<file path="src/rtl/mhpq_pkg.sv">
// Shared constants, types and codes for the min-heap priority queue.
`timescale 1ns / 1ps

package mhpq_pkg;

	localparam int CAPACITY    = 256;
	localparam int KEY_BITS    = 32;
	localparam int HANDLE_BITS = 16;
	localparam int ADDR_BITS   = $clog2(CAPACITY);
	localparam int COUNT_BITS  = $clog2(CAPACITY + 1);
	// child indices and compares against the count need headroom for 2*pos+2
	localparam int WIDE_BITS   = ADDR_BITS + 2;

	localparam logic OP_INSERT  = 1'b0;
	localparam logic OP_EXTRACT = 1'b1;

	localparam logic [1:0] ST_OK    = 2'd0;
	localparam logic [1:0] ST_EMPTY = 2'd1;
	localparam logic [1:0] ST_FULL  = 2'd2;

	typedef struct packed {
		logic [KEY_BITS-1:0]    key;
		logic [HANDLE_BITS-1:0] handle;
	} entry_t;

	typedef enum logic [2:0] {
		S_IDLE,
		S_UP_CHK,
		S_UP_CMP,
		S_EX_RD,
		S_EX_LOAD,
		S_DN_CHK,
		S_DN_CMP,
		S_RESP
	} state_t;

	typedef struct packed {
		logic start;     // capture the request and set the default result
		logic ins_begin; // hole at the tail, count up
		logic up_read;   // read the parent of the hole
		logic up_move;   // move the parent down into the hole
		logic ex_read;   // read root and tail
		logic ex_load;   // take the root as result, tail as moving entry
		logic dn_read;   // read both children of the hole
		logic dn_move;   // move the smaller child up into the hole
		logic place;     // write the moving entry into the hole
		logic load_out;  // load the output register
	} cmd_t;

	typedef struct packed {
		logic full;
		logic empty;
		logic pos_root;
		logic up_swap;
		logic lc_out;
		logic dn_swap;
		logic out_busy;
	} stat_t;

endpackage

</file>
<file path="src/rtl/mhpq_ctrl.sv">
// Controller state machine sequencing insert and extract operations.
`timescale 1ns / 1ps

module mhpq_ctrl import mhpq_pkg::*; (
	input  logic   clk,
	input  logic   arst_n,
	input  logic   req_valid,
	input  logic   operation,
	output logic   req_stall,
	output cmd_t   cmd,
	input  stat_t  stat
);

	state_t state_q;
	state_t state_d;

	always_ff @(posedge clk or negedge arst_n) begin
		if (!arst_n) begin
			state_q <= S_IDLE;
		end else begin
			state_q <= state_d;
		end
	end

	always_comb begin
		state_d   = state_q;
		cmd       = '0;
		req_stall = 1'b1;
		case (state_q)
			S_IDLE: begin
				req_stall = 1'b0;
				if (req_valid) begin
					cmd.start = 1'b1;
					if (operation == OP_INSERT) begin
						if (stat.full) begin
							state_d = S_RESP;
						end else begin
							cmd.ins_begin = 1'b1;
							state_d       = S_UP_CHK;
						end
					end else begin
						state_d = stat.empty ? S_RESP : S_EX_RD;
					end
				end
			end
			S_UP_CHK: begin
				if (stat.pos_root) begin
					cmd.place = 1'b1;
					state_d   = S_RESP;
				end else begin
					cmd.up_read = 1'b1;
					state_d     = S_UP_CMP;
				end
			end
			S_UP_CMP: begin
				if (stat.up_swap) begin
					cmd.up_move = 1'b1;
					state_d     = S_UP_CHK;
				end else begin
					cmd.place = 1'b1;
					state_d   = S_RESP;
				end
			end
			S_EX_RD: begin
				cmd.ex_read = 1'b1;
				state_d     = S_EX_LOAD;
			end
			S_EX_LOAD: begin
				cmd.ex_load = 1'b1;
				state_d     = S_DN_CHK;
			end
			S_DN_CHK: begin
				if (stat.lc_out) begin
					cmd.place = 1'b1;
					state_d   = S_RESP;
				end else begin
					cmd.dn_read = 1'b1;
					state_d     = S_DN_CMP;
				end
			end
			S_DN_CMP: begin
				if (stat.dn_swap) begin
					cmd.dn_move = 1'b1;
					state_d     = S_DN_CHK;
				end else begin
					cmd.place = 1'b1;
					state_d   = S_RESP;
				end
			end
			S_RESP: begin
				if (!stat.out_busy) begin
					cmd.load_out = 1'b1;
					state_d      = S_IDLE;
				end
			end
			default: begin
				state_d = S_IDLE;
			end
		endcase
	end

endmodule

</file>
<file path="config.mk">
export PLATFORM = sky130hd
export DESIGN_NAME = mhpq_ctrl
export DESIGN_NICKNAME = d
export VERILOG_FILES = /design/src/rtl/mhpq_pkg.sv /design/src/rtl/mhpq_ctrl.sv
export SDC_FILE = /design/constraint.sdc
export NUM_CORES = 1
export LEC_CHECK = 0
export ABC_AREA = 1
export BUFFER_PORTS_ARGS = -buffer_cell sky130_fd_sc_hd__buf_2
export CORE_AREA = 2 2 39 41
export CTS_CLUSTER_SIZE = 25
export DETAILED_ROUTE_END_ITERATION = 8
export DIE_AREA = 0 0 41 43
export GPL_TIMING_DRIVEN = 0
export SYNTH_ARGS = -nofsm -noshare
export SYNTH_HDL_FRONTEND = slang
export SYNTH_SLANG_ARGS = --single-unit
</file>
<file path="constraint.sdc">
create_clock -name clk -period 1.6 [get_ports clk]
set_input_delay 0.16 -clock clk [delete_from_list [all_inputs] [get_ports clk]]
set_output_delay 0.16 -clock clk [all_outputs]
set_load 0.01 [all_outputs]
</file>
==> qor.csv <==
metric,value,unit
Clock power frac,15.2,%
nature of the critical path endpoint,output port,
most frequent cells in the layout,"buf_2 (21), nor2_1 (10), nand2_1 (10)",
CTS H-Tree Depth,1,
r2r startpoint,state_q[2],
"commonest non-fill, non-tap cell in the layout",buf_2,
Root Driver,clkbuf_4,
post-CTS setup buffer count,0,
Crit-path slowest cell,dfrtp_1,
"Net Count, Synth",68,
Placed Instance Area,464,um^2
CP Launch Type,register,
CP max stage delay,0.36,ns
register area share after synthesis,22.1,%
Hold Slack,0.252,ns
NetSw,0.437,mW
drt drc,0,
Setup crit start,state_q[0],
Top Family by Delay on Critical Path,buffers and inverters,
Sw Ratio,49.8,%
Core Region,1380,um^2
WL/cell,8.44,um
top flop regs,state_q: 3 flops,
die height,43,um
sum of negative setup slack,0,ns
first-pass GRT wire length,1370,um
worst-margin pin slew,0.219,ns
antenna violations before repair,0,
Synth top area share,22.1,%
max-cap check violation count,0,
worst skew pair latency,0.23,ns
Synth Instances,57,
Vias,439,
Slew HR,85.3,%
Num Clock Sinks,3,
worst path cell trace,"buf_6, clkinvlp_4, nand2_2, nor2_4, inv_1, nor3_2, buf_2",
post-layout net count,95,
Global Route Usage Sum,11.3,%
WP buf/inv,4,
clock slew at reported path FFs,0.04,ns
die width,41,um
fin crit share,92.4,%
vias per cell,4.43,
Worst Setup Path Type,reg2out,
Mean Syn Cell Area,5.95,um^2
post-route ant nets,0,
Min-Delay Path Class,in2async,
Pleak,0.296,nW
internal power,0.440,mW
global route overflow,0,
# setup viols final,0,
Detailed Route Iter0 Violations,3,
largest net degree at the start of global routing,11,
CTS max path bufs,2,
Boundary Pins,22,
starting density of the core,24.5,%
GP Congestion,0.752,
Final Max Slew Viols,0,
Cells after DPL,94,
status,completed,
I/O Buffers,21,
YS warnings,0,
HPWL Detailed,675,um
CTS tree,yes,
worst path required time,1.44,ns
Synth cell types,17,
Num CTS Buffers,3,
area growth from synthesis to layout,52.0,%
Layout Skew,0.00141,ns
design area,515,um^2
largest register by flop count,state_q,
max reg flops,3,
RSZ-0062 raised after global routing,false,
DR pass1 iterations,4,
Finished Layout Cells,99,
PD cells,1700,nW/um^2
Max IR drop VDD,0.763,mV
largest area contributor in the netlist,dfrtp_1,
sequential share of power,17.4,%
WL final,836,um
Syn Std Cell Area,339,um^2
Crit Path Max Fanout,10,
combinational power share,67.4,%
synthesized flop and latch total,3,
row count,14,
die area,1760,um^2
Tmin final,1.48,ns
fmax,0.677,GHz
vias in the first global route,373,
antenna cells,0,
ranking of synthesized cells by area,"dfrtp_1 (22%), nand2_1 (12%), nor2_1 (12%), nand3_1 (10%), nand4_1 (9.2%)",
Fin. Hold Viols,0,
layout cells sized above 1,41.0,%
crit path DAT,1.32,ns
[per-layer routing]
| layer | track usage [%] | routed length, um |
|---|---|---|
| met2 | 16.9 | 425 |
| met1 | 14.0 | 379 |
| met3 | 1.57 | 30 |
| met4 | 8.00 | 0 |
| met5 | 0 | 0 |
[worst register-to-register path, stage by stage, from the launching register on]
cell and delay, ns:
dfrtp_1 0.35, buf_4 0.17, clkinv_4 0.08, nand4_1 0.10
and2_1 0.17, a21oi_1 0.15
[cell usage after synthesis]
cell type,n
clkinv_4,1
nand2_1,11
nand3_2,1
clkinv_1,1
a21oi_1,1
inv_2,1
buf_4,1
nor3_1,2
nor2_1,11
inv_1,7
nor4_1,2
nor3_2,1
nand4_1,5
dfrtp_1,3
nand3_1,7
buf_6,1
and2_1,1
[through the flow]
stage	worst slack (ns)	utilization (%)	power [mW]
4_1_cts	0.0713	36.2	0.855
3_3_place_gp	0.346	33.5	0.706
3_5_place_dp	0.327	33.5	0.711
5_1_grt	0.0160	37.3	0.983
2_1_floorplan	0.443	-	0.556
6_report	0.122	37.3	0.876
[cell type report]
| cell class | count | area [um^2] |
|---|---|---|
| clock buffer | 4 | 26.3 |
| buffer | 2 | 18.8 |
| timing repair buffer | 22 | 115 |
| inverter | 10 | 46.3 |
| sequential | 3 | 76.3 |
| tap | 16 | 20.0 |
| fill | 169 | 868 |
| multi-input combinational | 42 | 213 |
[kinds of logic after synthesis]
kind of cell / Yosys count / share of synthesized area [%]
buf+inv: 12 / 18.1
compound gates: 1 / 1.47
flops: 3 / 22.1
simple gates: 41 / 58.3
[power groups by stage]
| stage | registers (mW) | clock network (mW) | logic [mW] |
|---|---|---|---|
| 2_1_floorplan | 0.144 | 0 | 0.412 |
| 3_3_place_gp | 0.148 | 0 | 0.558 |
| 3_5_place_dp | 0.150 | 0 | 0.561 |
| 4_1_cts | 0.149 | 0.140 | 0.566 |
| 5_1_grt | 0.159 | 0.149 | 0.676 |
| 6_report | 0.152 | 0.133 | 0.591 |
[worst paths after layout]
kind	depth (start not counted)	to	slack, ns
worst max-delay path	7	cmd[8]	0.12
worst min-delay path	2	state_q[2]	0.25
worst max register to register	5	state_q[0]	0.49
worst min register to register	4	state_q[1]	0.78
max in group asynchronous	2	state_q[1]	1.23
min in group clk	5	state_q[1]	0.36
[timing repair]
action                                 CTS  global route
setup endpoints to repair                0             2
endpoints found under the hold margin    3             0
gates resized for setup                  0             5
hold buffers                             1             0
No activity file was read; power rests on OpenSTA's default activity.
